`src/rtl/core/dfac_pkg.sv`:
```
// shared types and constants for the dust frame average and calibrate block
package dfac_pkg;

  // frame layout
  localparam int unsigned SAMPLE_W   = 18;
  localparam int unsigned IDX_W      = 4;
  localparam logic [IDX_W-1:0] IDX_IDLE  = 4'd0;
  localparam logic [IDX_W-1:0] IDX_FIRST = 4'd1;
  localparam logic [IDX_W-1:0] IDX_WORD  = 4'd2;
  localparam logic [IDX_W-1:0] IDX_CHECK = 4'd8;

  // result widths
  localparam int unsigned READING_W = 21;
  localparam int unsigned OFFSET_W  = 24;
  localparam int unsigned BASE_W    = 16;

  // divide by ten through a reciprocal: magnitude below 2^24
  localparam int unsigned MAG_W     = 24;
  localparam int unsigned DIV10_SH  = 28;
  localparam int unsigned DIV10_MW  = 25;
  localparam logic [DIV10_MW-1:0] DIV10_M =
    DIV10_MW'(((64'd1 << DIV10_SH) + 64'd9) / 64'd10);
  localparam int unsigned QUOT_W    = 20;

  // saturation limits of the offset, at the width of the calibration sum
  localparam int unsigned CALSUM_W  = 26;
  localparam logic signed [CALSUM_W-1:0] OFFSET_MAX = 26'sd8388607;
  localparam logic signed [CALSUM_W-1:0] OFFSET_MIN = -26'sd8388608;

  // kind codes
  localparam logic KIND_BYTE  = 1'b0;
  localparam logic KIND_CALIB = 1'b1;

  // finished frame handed from the front to the back
  typedef struct packed {
    logic                ok;
    logic                cal;
    logic [SAMPLE_W-1:0] sample;
  } dfac_job_t;

  // one result beat
  typedef struct packed {
    logic                        frame_ok;
    logic signed [READING_W-1:0] reading;
    logic signed [OFFSET_W-1:0]  offset_now;
    logic                        calibrated;
  } dfac_res_t;

  // back end sequencer
  typedef enum logic [2:0] {
    B_IDLE,
    B_TOTAL,
    B_MUL1,
    B_OFS,
    B_MUL2,
    B_EMIT
  } dfac_bstate_t;

endpackage

```
`src/rtl/core/dfac_queue.sv`:
```
// two-entry queue used between the stages of the block
module dfac_queue #(
  parameter int unsigned WIDTH = 20
) (
  input  logic             clk,
  input  logic             rst,
  input  logic             push,
  input  logic [WIDTH-1:0] din,
  output logic             full,
  input  logic             pop,
  output logic [WIDTH-1:0] dout,
  output logic             empty
);

  logic [WIDTH-1:0] entry [2];
  logic             wr_ptr;
  logic             rd_ptr;
  logic [1:0]       count;
  logic             do_push;
  logic             do_pop;

  assign full    = (count == 2'd2);
  assign empty   = (count == 2'd0);
  assign do_push = push && !full;
  assign do_pop  = pop && !empty;
  assign dout    = entry[rd_ptr];

  // pointers and fill count
  always_ff @(posedge clk) begin
    if (rst) begin
      wr_ptr <= 1'b0;
      rd_ptr <= 1'b0;
      count  <= 2'd0;
    end else begin
      if (do_push) wr_ptr <= ~wr_ptr;
      if (do_pop)  rd_ptr <= ~rd_ptr;
      if (do_push && !do_pop)      count <= count + 2'd1;
      else if (do_pop && !do_push) count <= count - 2'd1;
    end
  end

  // storage
  always_ff @(posedge clk) begin
    if (do_push) entry[wr_ptr] <= din;
  end

endmodule

```
`src/rtl/core/dfac_front.sv`:
```
// byte parser: frame position, checksum, sample build and calibration flag
module dfac_front (
  input  logic                      clk,
  input  logic                      rst,
  input  logic                      take,
  input  logic                      kind,
  input  logic [7:0]                data_byte,
  input  logic                      frame_start,
  output logic                      job_push,
  output dfac_pkg::dfac_job_t       job
);
  import dfac_pkg::*;

  logic [IDX_W-1:0]    byte_index;
  logic [IDX_W-1:0]    byte_index_next;
  logic [7:0]          sum_acc;
  logic [7:0]          sum_acc_next;
  logic [SAMPLE_W-1:0] sample_acc;
  logic [SAMPLE_W-1:0] sample_acc_next;
  logic                calib_pending;
  logic                calib_pending_next;
  logic [7:0]          expect_sum;
  logic                sum_match;

  assign expect_sum = 8'd0 - sum_acc;
  assign sum_match  = (expect_sum == data_byte);

  // next state of the parser
  always_comb begin
    byte_index_next    = byte_index;
    sum_acc_next       = sum_acc;
    sample_acc_next    = sample_acc;
    calib_pending_next = calib_pending;
    job_push           = 1'b0;
    job.ok             = sum_match;
    job.cal            = sum_match && calib_pending;
    job.sample         = sample_acc;
    if (take) begin
      if (kind == KIND_CALIB) begin
        calib_pending_next = 1'b1;
      end else if (frame_start) begin
        byte_index_next = IDX_FIRST;
        sum_acc_next    = 8'd0;
        sample_acc_next = '0;
      end else if (byte_index == IDX_IDLE || byte_index > IDX_CHECK) begin
        byte_index_next = IDX_IDLE;
      end else if (byte_index < IDX_CHECK) begin
        sum_acc_next = sum_acc + data_byte;
        if (byte_index >= IDX_WORD) begin
          if (!byte_index[0]) sample_acc_next = sample_acc + {2'b0, data_byte, 8'd0};
          else                sample_acc_next = sample_acc + {10'd0, data_byte};
        end
        byte_index_next = byte_index + IDX_W'(1);
      end else begin
        // checksum byte closes the frame
        byte_index_next = IDX_IDLE;
        job_push        = 1'b1;
        if (sum_match) calib_pending_next = 1'b0;
      end
    end
  end

  // parser registers
  always_ff @(posedge clk) begin
    if (rst) begin
      byte_index    <= IDX_IDLE;
      sum_acc       <= 8'd0;
      sample_acc    <= '0;
      calib_pending <= 1'b0;
    end else begin
      byte_index    <= byte_index_next;
      sum_acc       <= sum_acc_next;
      sample_acc    <= sample_acc_next;
      calib_pending <= calib_pending_next;
    end
  end

endmodule

```
`src/rtl/core/dfac_back.sv`:
```
// window average, offset correction, divide by ten and calibration
module dfac_back #(
  parameter int unsigned WINDOW_LEN = 8
) (
  input  logic                      clk,
  input  logic                      rst,
  input  logic                      cfg_write,
  input  logic [15:0]               cfg_data,
  input  logic                      job_empty,
  input  dfac_pkg::dfac_job_t       job_in,
  output logic                      job_pop,
  input  logic                      res_full,
  output logic                      res_push,
  output dfac_pkg::dfac_res_t       res_out
);
  import dfac_pkg::*;

  // window sizing and reciprocal for the average
  localparam int unsigned LOG_N  = $clog2(WINDOW_LEN);
  localparam int unsigned PTR_W  = (WINDOW_LEN > 1) ? LOG_N : 1;
  localparam int unsigned TOT_W  = SAMPLE_W + LOG_N;
  localparam int unsigned AVG_SH = TOT_W + LOG_N;
  localparam int unsigned AVG_MW = TOT_W + 1;
  localparam logic [AVG_MW-1:0] AVG_M =
    AVG_MW'(((64'd1 << AVG_SH) + 64'(WINDOW_LEN) - 64'd1) / 64'(WINDOW_LEN));
  localparam logic [PTR_W-1:0] PTR_LAST = PTR_W'(WINDOW_LEN - 1);

  dfac_bstate_t state;
  dfac_bstate_t state_next;

  logic [BASE_W-1:0]          calib_base;
  dfac_job_t                  job_q;
  logic [SAMPLE_W-1:0]        window [WINDOW_LEN];
  logic [WINDOW_LEN-1:0]      window_valid;
  logic [PTR_W-1:0]           window_ptr;
  logic [TOT_W-1:0]           window_total;
  logic [SAMPLE_W-1:0]        old_raw;
  logic                       old_valid;
  logic [SAMPLE_W-1:0]        old_sample;
  logic [TOT_W+AVG_MW-1:0]    avg_prod;
  logic [SAMPLE_W-1:0]        avg;
  logic signed [MAG_W:0]      corr;
  logic                       corr_neg;
  logic [MAG_W-1:0]           corr_mag;
  logic [MAG_W+DIV10_MW-1:0]  div_prod;
  logic [QUOT_W-1:0]          quot;
  logic signed [READING_W-1:0] rd;
  logic signed [CALSUM_W-1:0] cal_sum;
  logic signed [OFFSET_W-1:0] cal_sat;
  logic signed [OFFSET_W-1:0] offset;
  logic                       do_cal;

  // sequencer state
  always_ff @(posedge clk) begin
    if (rst) state <= B_IDLE;
    else     state <= state_next;
  end

  always_comb begin
    state_next = state;
    job_pop    = 1'b0;
    res_push   = 1'b0;
    case (state)
      B_IDLE: begin
        if (!job_empty) begin
          job_pop    = 1'b1;
          state_next = job_in.ok ? B_TOTAL : B_EMIT;
        end
      end
      B_TOTAL: state_next = B_MUL1;
      B_MUL1:  state_next = B_OFS;
      B_OFS:   state_next = B_MUL2;
      B_MUL2:  state_next = B_EMIT;
      B_EMIT: begin
        if (!res_full) begin
          res_push   = 1'b1;
          state_next = B_IDLE;
        end
      end
      default: state_next = B_IDLE;
    endcase
  end

  // window memory with registered read of the oldest entry
  always_ff @(posedge clk) begin
    if (state == B_TOTAL) window[window_ptr] <= job_q.sample;
    old_raw <= window[window_ptr];
  end

  assign old_sample = old_valid ? old_raw : '0;

  // control registers: window bookkeeping, offset and base
  always_ff @(posedge clk) begin
    if (rst) begin
      window_valid <= '0;
      window_ptr   <= '0;
      window_total <= '0;
      old_valid    <= 1'b0;
      offset       <= '0;
      calib_base   <= '0;
    end else begin
      old_valid <= window_valid[window_ptr];
      if (cfg_write) calib_base <= cfg_data;
      if (state == B_TOTAL) begin
        window_total             <= window_total - TOT_W'(old_sample)
                                    + TOT_W'(job_q.sample);
        window_valid[window_ptr] <= 1'b1;
        window_ptr <= (window_ptr == PTR_LAST) ? '0 : window_ptr + PTR_W'(1);
      end
      if (do_cal) offset <= cal_sat;
    end
  end

  // arithmetic pipeline registers
  assign avg  = avg_prod[AVG_SH +: SAMPLE_W];
  assign corr = $signed({{(MAG_W + 1 - SAMPLE_W){1'b0}}, avg}) + {offset[OFFSET_W-1], offset};

  always_ff @(posedge clk) begin
    if (job_pop) job_q <= job_in;
    if (state == B_MUL1) avg_prod <= window_total * AVG_M;
    if (state == B_OFS) begin
      corr_neg <= corr[MAG_W];
      corr_mag <= corr[MAG_W] ? MAG_W'(-corr) : corr[MAG_W-1:0];
    end
    if (state == B_MUL2) div_prod <= corr_mag * DIV10_M;
  end

  // quotient sign, calibration sum and saturation
  assign quot    = div_prod[DIV10_SH +: QUOT_W];
  assign rd      = corr_neg ? -$signed({1'b0, quot}) : $signed({1'b0, quot});
  assign cal_sum = {{(CALSUM_W - OFFSET_W){offset[OFFSET_W-1]}}, offset}
                   + $signed({{(CALSUM_W - BASE_W){1'b0}}, calib_base})
                   - {{(CALSUM_W - READING_W){rd[READING_W-1]}}, rd};

  always_comb begin
    if (cal_sum > OFFSET_MAX)      cal_sat = OFFSET_MAX[OFFSET_W-1:0];
    else if (cal_sum < OFFSET_MIN) cal_sat = OFFSET_MIN[OFFSET_W-1:0];
    else                           cal_sat = cal_sum[OFFSET_W-1:0];
  end

  assign do_cal = res_push && job_q.ok && job_q.cal;

  // result beat
  always_comb begin
    res_out.frame_ok   = job_q.ok;
    res_out.reading    = job_q.ok ? rd : '0;
    res_out.offset_now = do_cal ? cal_sat : offset;
    res_out.calibrated = job_q.ok && job_q.cal;
  end

endmodule

```
`src/rtl/core/dust_frame_average_calibrate.sv`:
```
// top level of the dust frame checker with window average and calibration
//
// Input channel: push with kind, data_byte and frame_start; a beat is taken
// when push is high and full is low. One beat per cycle is sustained: the
// parser handles each byte in the cycle it arrives, and full only rises
// when two finished frames are still queued for the arithmetic back end.
// Result channel: empty and pop; the oldest result sits on frame_ok,
// reading, offset_now and calibrated while empty is low, and leaves on pop.
// One result appears for each checksum byte once the back end is free; a
// bad checksum goes straight to the result, and a good frame passes
// through a window update, two registered multiplies for the average and
// the divide by ten, and the calibration sum, well inside the nine beats
// of a frame.
// A stalled receiver fills the two-entry result queue, then the two-entry
// frame queue, then full rises; nothing is dropped.
// calib_base is written through cfg_write and cfg_data.
// Reset clears the frame parser, the window (through per-entry valid bits),
// the offset, the pending calibration and both queues; the block takes
// beats from the first cycle after reset.
module dust_frame_average_calibrate #(
  parameter int unsigned WINDOW_LEN = 8
) (
  input  logic        clk,
  input  logic        rst,
  input  logic        cfg_write,
  input  logic [15:0] cfg_data,
  input  logic        push,
  output logic        full,
  input  logic        kind,
  input  logic [7:0]  data_byte,
  input  logic        frame_start,
  output logic        empty,
  input  logic        pop,
  output logic        frame_ok,
  output logic signed [20:0] reading,
  output logic signed [23:0] offset_now,
  output logic        calibrated
);
  import dfac_pkg::*;

  localparam int unsigned JOB_W = $bits(dfac_job_t);
  localparam int unsigned RES_W = $bits(dfac_res_t);

  logic      take;
  logic      job_push;
  dfac_job_t job_wr;
  dfac_job_t job_rd;
  logic      job_full;
  logic      job_empty;
  logic      job_pop;
  logic      res_push;
  logic      res_full;
  dfac_res_t res_wr;
  dfac_res_t res_rd;

  assign full = job_full;
  assign take = push && !job_full;

  // byte parser
  dfac_front u_front (
    .clk         (clk),
    .rst         (rst),
    .take        (take),
    .kind        (kind),
    .data_byte   (data_byte),
    .frame_start (frame_start),
    .job_push    (job_push),
    .job         (job_wr)
  );

  // finished frames waiting for the back end
  dfac_queue #(.WIDTH(JOB_W)) u_job_q (
    .clk   (clk),
    .rst   (rst),
    .push  (job_push),
    .din   (job_wr),
    .full  (job_full),
    .pop   (job_pop),
    .dout  (job_rd),
    .empty (job_empty)
  );

  // arithmetic back end
  dfac_back #(.WINDOW_LEN(WINDOW_LEN)) u_back (
    .clk       (clk),
    .rst       (rst),
    .cfg_write (cfg_write),
    .cfg_data  (cfg_data),
    .job_empty (job_empty),
    .job_in    (job_rd),
    .job_pop   (job_pop),
    .res_full  (res_full),
    .res_push  (res_push),
    .res_out   (res_wr)
  );

  // result queue facing the receiver
  dfac_queue #(.WIDTH(RES_W)) u_res_q (
    .clk   (clk),
    .rst   (rst),
    .push  (res_push),
    .din   (res_wr),
    .full  (res_full),
    .pop   (pop),
    .dout  (res_rd),
    .empty (empty)
  );

  assign frame_ok   = res_rd.frame_ok;
  assign reading    = res_rd.reading;
  assign offset_now = res_rd.offset_now;
  assign calibrated = res_rd.calibrated;

endmodule

```
`config.mk`:
```
export PLATFORM = sky130hd
export DESIGN_NAME = dust_frame_average_calibrate
export DESIGN_NICKNAME = d
export VERILOG_FILES = /design/src/rtl/core/dfac_pkg.sv /design/src/rtl/core/dfac_queue.sv /design/src/rtl/core/dfac_front.sv /design/src/rtl/core/dfac_back.sv /design/src/rtl/core/dust_frame_average_calibrate.sv
export SDC_FILE = /design/constraint.sdc
export NUM_CORES = 2
export LEC_CHECK = 0
export ABC_AREA = 1
export BUFFER_PORTS_ARGS = -buffer_cell sky130_fd_sc_hd__clkbuf_2
export CORE_UTILIZATION = 60
export CTS_CLUSTER_DIAMETER = 120
export CTS_CLUSTER_SIZE = 24
export DETAILED_ROUTE_END_ITERATION = 12
export HOLD_SLACK_MARGIN = 0.02
export PLACE_DENSITY = 0.77
export SLEW_MARGIN = 20
export SYNTH_ARGS = -nofsm -noshare
export SYNTH_HDL_FRONTEND = slang
export SYNTH_HIERARCHICAL = 1
export SYNTH_SLANG_ARGS = --single-unit
```
`constraint.sdc`:
```
create_clock -name clk -period 9.2 [get_ports clk]
set_input_delay 0.92 -clock clk [delete_from_list [all_inputs] [get_ports clk]]
set_output_delay 0.92 -clock clk [all_outputs]
set_load 0.02 [all_outputs]
```
### Word level (Yosys, flattened, before mapping)

Memories as Yosys holds them, arrays and structs flattened. A register that Yosys moved wholly into a read port is not among the register bits.
Index checks and enable logic that the tools add are counted.

| operators by class | value |
|---|---|
| $add $sub $neg | 17 |
| multipliers | 1 |
| order comparisons | 7 |
| equality and inequality tests | 15 |
| mux-type cells | 55 |
| bitwise logic cells | 6 |
| reductions and logical operators | 37 |

Operator list:

| cell | number |
|---|---|
| $mux 18 | 6 |
| $mux 24 | 4 |
| $mul 24x24->47 const B | 1 |
| $mux 21 | 2 |
| $gt 26x24->1 const B | 1 |
| $lt 26x24->1 const B | 1 |
| $mux 1 | 26 |
| $sub 26x26->26 | 1 |
| $add 19x24->25 | 1 |
| $add 24x17->25 | 1 |
| $mux 8 | 3 |
| $neg 24->24 | 1 |
| $add 21x18->21 | 1 |
| $neg 20->21 | 1 |
| $sub 21x18->21 | 1 |
| $add 18x16->18 | 1 |
| $add 18x8->18 | 1 |
| $pmux 3 s6 | 1 |
| $logic_and 1x1->1 | 14 |
| $mux 3 | 4 |
| $mux 4 | 3 |
| $ne 2x2->1 const B | 6 |
| $reduce_and 5->1 | 2 |
| $reduce_bool 2->1 | 5 |
| other kinds (28) | 50 |

| word-level totals | value |
|---|---|
| register bits after elaboration | 228 |
| memory bits (writable) | 278 |
| input port bits | 31 |
| output and inout port bits | 49 |
| logic and storage cells | 165 |
| memories | 3 |

Memories:

| memory | words | bits a word | read ports | clocked after Yosys merged registers in | write ports | RTL line | RTL |
|---|---|---|---|---|---|---|---|
| u_back.window | 8 | 18 | 1 | 1 | 1 | dfac_back.sv:33 | `logic [SAMPLE_W-1:0] window [WINDOW_LEN];` |
| u_res_q.entry | 2 | 47 | 1 | 1 | 1 | dfac_queue.sv:15 | `logic [WIDTH-1:0] entry [2];` |
| u_job_q.entry | 2 | 20 | 1 | 1 | 1 | dfac_queue.sv:15 |  |

### Depth between registers and ports, before layout

| logic depth | value |
|---|---|
| depth in word-level cells | 11 |
| depth in mapped cells | 29 |
| depth with buffers taken out | 28 |

### Cells and area by module

The synthesis kept the hierarchy.

By module, submodules not included:

| module | times used | cells each | area each (µm²) |
|---|---|---|---|
| dfac_back | 1 | 3185 | 28329.7 |
| dfac_queue (u_res_q) | 1 | 183 | 3761.1 |
| dfac_front | 1 | 494 | 2975.4 |
| dfac_queue (u_job_q) | 1 | 99 | 1689.1 |
| dust_frame_average_calibrate | 1 | 2 | 10.0 |

### Worst setup path after synthesis

OpenSTA, ideal clock, no wires.

| path | value |
|---|---|
| kind | register to register |
| from | register u_back.corr_mag[3] |
| to | register u_back.div_prod[39], data pin |
| setup time | 0.265 ns |
| data arrival time | 5.674 ns |
| required time | 8.935 ns |
| setup slack | 3.261 ns |
| stages on the path, launching flop included | 24 |
| buffers on the path | 0 |
| period minus slack after synthesis | 5.939 ns |
| cells stage by stage | edfxtp_1 -> ha_1 -> inv_1 -> fa_1 -> inv_1 -> fa_1 -> inv_1 -> fa_1 -> inv_1 -> fa_1 -> fa_1 -> inv_1 -> fa_1 -> inv_1 -> ha_1 -> nand2_1 -> nor2_1 -> nand2_1 -> nor4_1 -> nand2_1 -> nand2_1 -> a21boi_0 -> o21ai_0 -> xor2_1 |

| on the way | value |
|---|---|
| longest elaborated chain between the ends | 1 |

Ends and longest elaborated chain:

| item | RTL line | RTL |
|---|---|---|
| start: declaration | dfac_back.sv:44 | `logic [MAG_W-1:0] corr_mag;` |
| start signal: assignment | dfac_back.sv:123 | `corr_mag <= corr[MAG_W] ? MAG_W'(-corr) : corr[MAG_W-1:0];` |
| $mul 24x24->47 | dfac_back.sv:125 | `if (state == B_MUL2) div_prod <= corr_mag * DIV10_M;` |
| end signal: assignment | dfac_back.sv:125 |  |
| end: declaration | dfac_back.sv:45 | `logic [MAG_W+DIV10_MW-1:0] div_prod;` |

No other way between the ends.
A chain may end at the register's enable or synchronous reset.

### Worst setup path after layout

Ends and elaborated chain as after synthesis.

==> flow_summary.json <==
{
  "period_needed_ps": 6530,
  "required_ps": 9560,
  "pwr-share-seq_pct": 31.2,
  "setup_violations": 0,
  "dieHeight_um": 250,
  "worstPathMaxFanout": 10,
  "ff2ff_path_depth": 23,
  "hold_start": "u_back/window_total[9]$_SDFFE_PP0P_",
  "synthDominantCellAreaShare_pct": 29.5,
  "drt_iter0_drc": 1890,
  "htreeDepth": 1,
  "post-cts-setup-buffers": 0,
  "slew_headroom_pct": 25.8,
  "wl_per_cell_um": 18.4,
  "worstHoldPathType": "register to register",
  "ir_worst_vdd_mv": 0.246,
  "r2r-end": "u_back/div_prod[39]$_DFFE_PN_",
  "first_global_vias": 26100,
  "clock_path_buffers": 3,
  "ys_top_cells_by_area": "edfxtp_1, fa_1, ha_1",
  "r2r-start": "u_back/corr_mag[3]$_DFFE_PN_",
  "netlist_area_um2": 36800,
  "crit_type": "register to register",
  "status": "finished clean",
  "powerDensity_nw_per_um2": 223,
  "slew_viol_final": 0,
  "grt_max_degree": 80,
  "layout_common_cells": "inv_1, nand2_1, edfxtp_1",
  "root_buffer": "clkbuf_16",
  "antenna_found_initial": 0,
  "nNetsFinal": 4689,
  "core_um2": 60500,
  "skew_ps": 16.7,
  "initial_core_util_pct": 60.8,
  "ys_async_sr_fraction_pct": 0,
  "insertedDiodeCount": 0,
  "p_leak_nw": 18.6,
  "setup_tns_ps": 0,
  "die-width_um": 250,
  "synth_edf_count": 361,
  "clk_pin_slew_ps": 100,
  "rsz0062_at_grt": "no",
  "yosys_warnings": 6,
  "synth.net_count": 4611,
  "hpwlAfterDp_um": 70900,
  "gp_congestion": 1.01,
  "synth_area_leader_cell": "edfxtp_1",
  "cap_violations": 0,
  "avgSynthCellArea_um2": 9.28,
  "swShare_pct": 44.1,
  "hold_violations": 0,
  "synth-main-ff-cell": "edfxtp_1",
  "p_clk_share_pct": 14.4,
  "drcViolationCount": 0,
  "cts_tree": "done",
  "vias": 26500,
  "worst_setup_path_end_kind": "register",
  "die_area_um2": 62300,
  "clkLatencyLatePin_ps": 610,
  "grt.overflow.total": 0,
  "place.port_buffers": 79,
  "cts_made_buffers": 25,
  "grtUsageTotal_pct": 29.0,
  "net-switching-power_mw": 3.82,
  "fin_crit_sh_pct": 70.9,
  "reg2reg_slack_ps": 2670,
  "clock.fmax_mhz": 153,
  "io_pins": 80,
  "cp.arrival_ps": 6880,
  "max_slew.worst_pin.slew_ps": 1100,
  "drive_gt1_share_pct": 7.27,
  "wl_um": 89300,
  "holdPathStages": 0,
  "combPwrFrac_pct": 54.4,
  "vias_per_cell": 5.48,
  "yosysSeqAreaShare_pct": 36.8,
  "final_common_cell": "inv_1",
  "nFillCells": 4953,
  "hold_end": "u_back/avg_prod[30]$_DFFE_PP_",
  "netlist_instances": 3963,
  "cts_hold_buf": 0,
  "internal_power_mw": 4.84,
  "critPathLaunchType": "register",
  "dr.pass1.iters": 5,
  "ctsResizeCount": 0,
  "grt_pass1_wl_um": 141000,
  "area_delta_synth_final_pct": 5.78,
  "whs_ps": 444,
  "ys_types": 60,
  "num_rows": 90,
  "power_mw": 8.66,
  "ant_nets": 0,
  "clock_sinks": 496,
  "ys_seq_elements": 496
}
## power groups by stage
stage,Sequential (mW),Combinational (mW),Clock [mW]
after detailed placement,2.75,4.65,0
after global routing,2.71,5.33,1.34
after CTS,2.70,4.69,1.27
after global placement,2.75,4.60,0
final,2.70,4.71,1.25
after floorplan,2.70,3.39,0
## logic make-up (layout without fill, tap and decap cells)
family                   Yosys count  after routing  share of synthesized area, %
buffers and inverters            938           1035                          9.81
AND/OR/NAND/NOR                 1294           1294                          14.9
flip-flops                       496            496                          36.8
AO/OA/AOI/OAI                    444            444                          7.24
multiplexers                      67             67                          2.36
adder cells (fa/ha/maj)          617            617                          26.3
XOR/XNOR                         107            107                          2.55
## cell type report
class	count	area (um^2)	share of cell area, %
clock buffer	42	689	1.77
clock inverter	4	55.1	0.142
inverter	882	3310	8.51
timing repair buffer	107	606	1.56
multi-input combinational	2529	19700	50.7
tap	782	978	2.52
sequential	496	13500	34.8
## worst max-delay path: stages (launching register included)
cell and delay, ps:
edfxtp_1 620, ha_1 470, inv_1 80, fa_1 500, inv_1 50, fa_1 560, inv_1 70, fa_1 520
inv_1 50, fa_1 500, fa_1 550, inv_1 50, fa_1 530, inv_1 50, ha_1 330, nand2_1 120
nor2_1 170, nand2_1 90, nor4_1 320, nand2_1 90, nand2_1 100, a21boi_0 130, o21ai_0 210, xor2_1 100
## cell usage after synthesis (3+ instances only)
| master | count |
|---|---|
| dfxtp_1 | 135 |
| nand3b_1 | 8 |
| or2_2 | 20 |
| nor2_2 | 8 |
| nor4_1 | 8 |
| a221oi_1 | 19 |
| and2_1 | 5 |
| clkinv_1 | 7 |
| nor2_4 | 4 |
| buf_2 | 8 |
| a22oi_1 | 22 |
| o21a_1 | 7 |
| o21ai_0 | 116 |
| xnor2_1 | 40 |
| nand3_2 | 5 |
| nor2_1 | 292 |
| nand2_2 | 8 |
| ha_1 | 358 |
| edfxtp_1 | 361 |
| nor3_1 | 34 |
| nor3_2 | 6 |
| a31oi_1 | 21 |
| a22o_1 | 16 |
| fa_1 | 259 |
| nand2_1 | 705 |
| o21bai_1 | 7 |
| xor2_1 | 67 |
| nand4_1 | 58 |
| mux2_4 | 30 |
| nand3_1 | 127 |
| inv_2 | 11 |
| a21o_1 | 18 |
| and3_1 | 3 |
| o21ai_1 | 8 |
| clkbuf_1 | 36 |
| o21ai_2 | 5 |
| mux2_2 | 37 |
| buf_6 | 9 |
| a21boi_0 | 5 |
| o2111ai_1 | 3 |
| a21oi_1 | 173 |
| o211ai_1 | 6 |
| inv_1 | 864 |
## routing by layer
layer	track usage [%]	wire length [um]	vias to the layer above
li1	-	-	12900
met3	2.86	4600	128
met4	10.4	3450	0
met5	0	0	-
met1	39.2	39000	12800
met2	48.9	42200	713
## state kept, by name (all words and copies together) (netlist names), 19 cells and up, named ones only
register / flops
u_back/job_q: 19
u_job_q/entry: 40
u_back/offset: 24
u_back/window_total: 21
u_res_q/entry: 94
u_back/corr_mag: 24
u_back/window: 144
u_back/div_prod: 20
## per-stage QoR
step | cell area (um^2) | setup WS [ps] | utilization, % | instances
after floorplan | 36800 | 3260 | - | 3963
after global placement | 38100 | 2760 | 63.1 | 4796
after detailed placement | 38100 | 2700 | 63.1 | 4796
after CTS | 38900 | 2660 | 64.3 | 4842
after global routing | 38900 | 2200 | 64.3 | 4842
final | 38900 | 2670 | 64.3 | 4842
## how the worst max path moves through the flow
stage                                            start                             to  slack, ps  cells after the start
after global routing      u_back/corr_mag[3]$_DFFE_PN_  u_back/div_prod[39]$_DFFE_PN_       2200                     23
after floorplan           u_back/corr_mag[3]$_DFFE_PN_  u_back/div_prod[39]$_DFFE_PN_       3260                     23
after CTS                 u_back/corr_mag[3]$_DFFE_PN_  u_back/div_prod[39]$_DFFE_PN_       2660                     23
after detailed placement  u_back/corr_mag[3]$_DFFE_PN_  u_back/div_prod[39]$_DFFE_PN_       2700                     23
final                     u_back/corr_mag[3]$_DFFE_PN_  u_back/div_prod[39]$_DFFE_PN_       2670                     23
after global placement    u_back/corr_mag[3]$_DFFE_PN_  u_back/div_prod[39]$_DFFE_PN_       2760                     23
(Power assumes the default switching activity.)
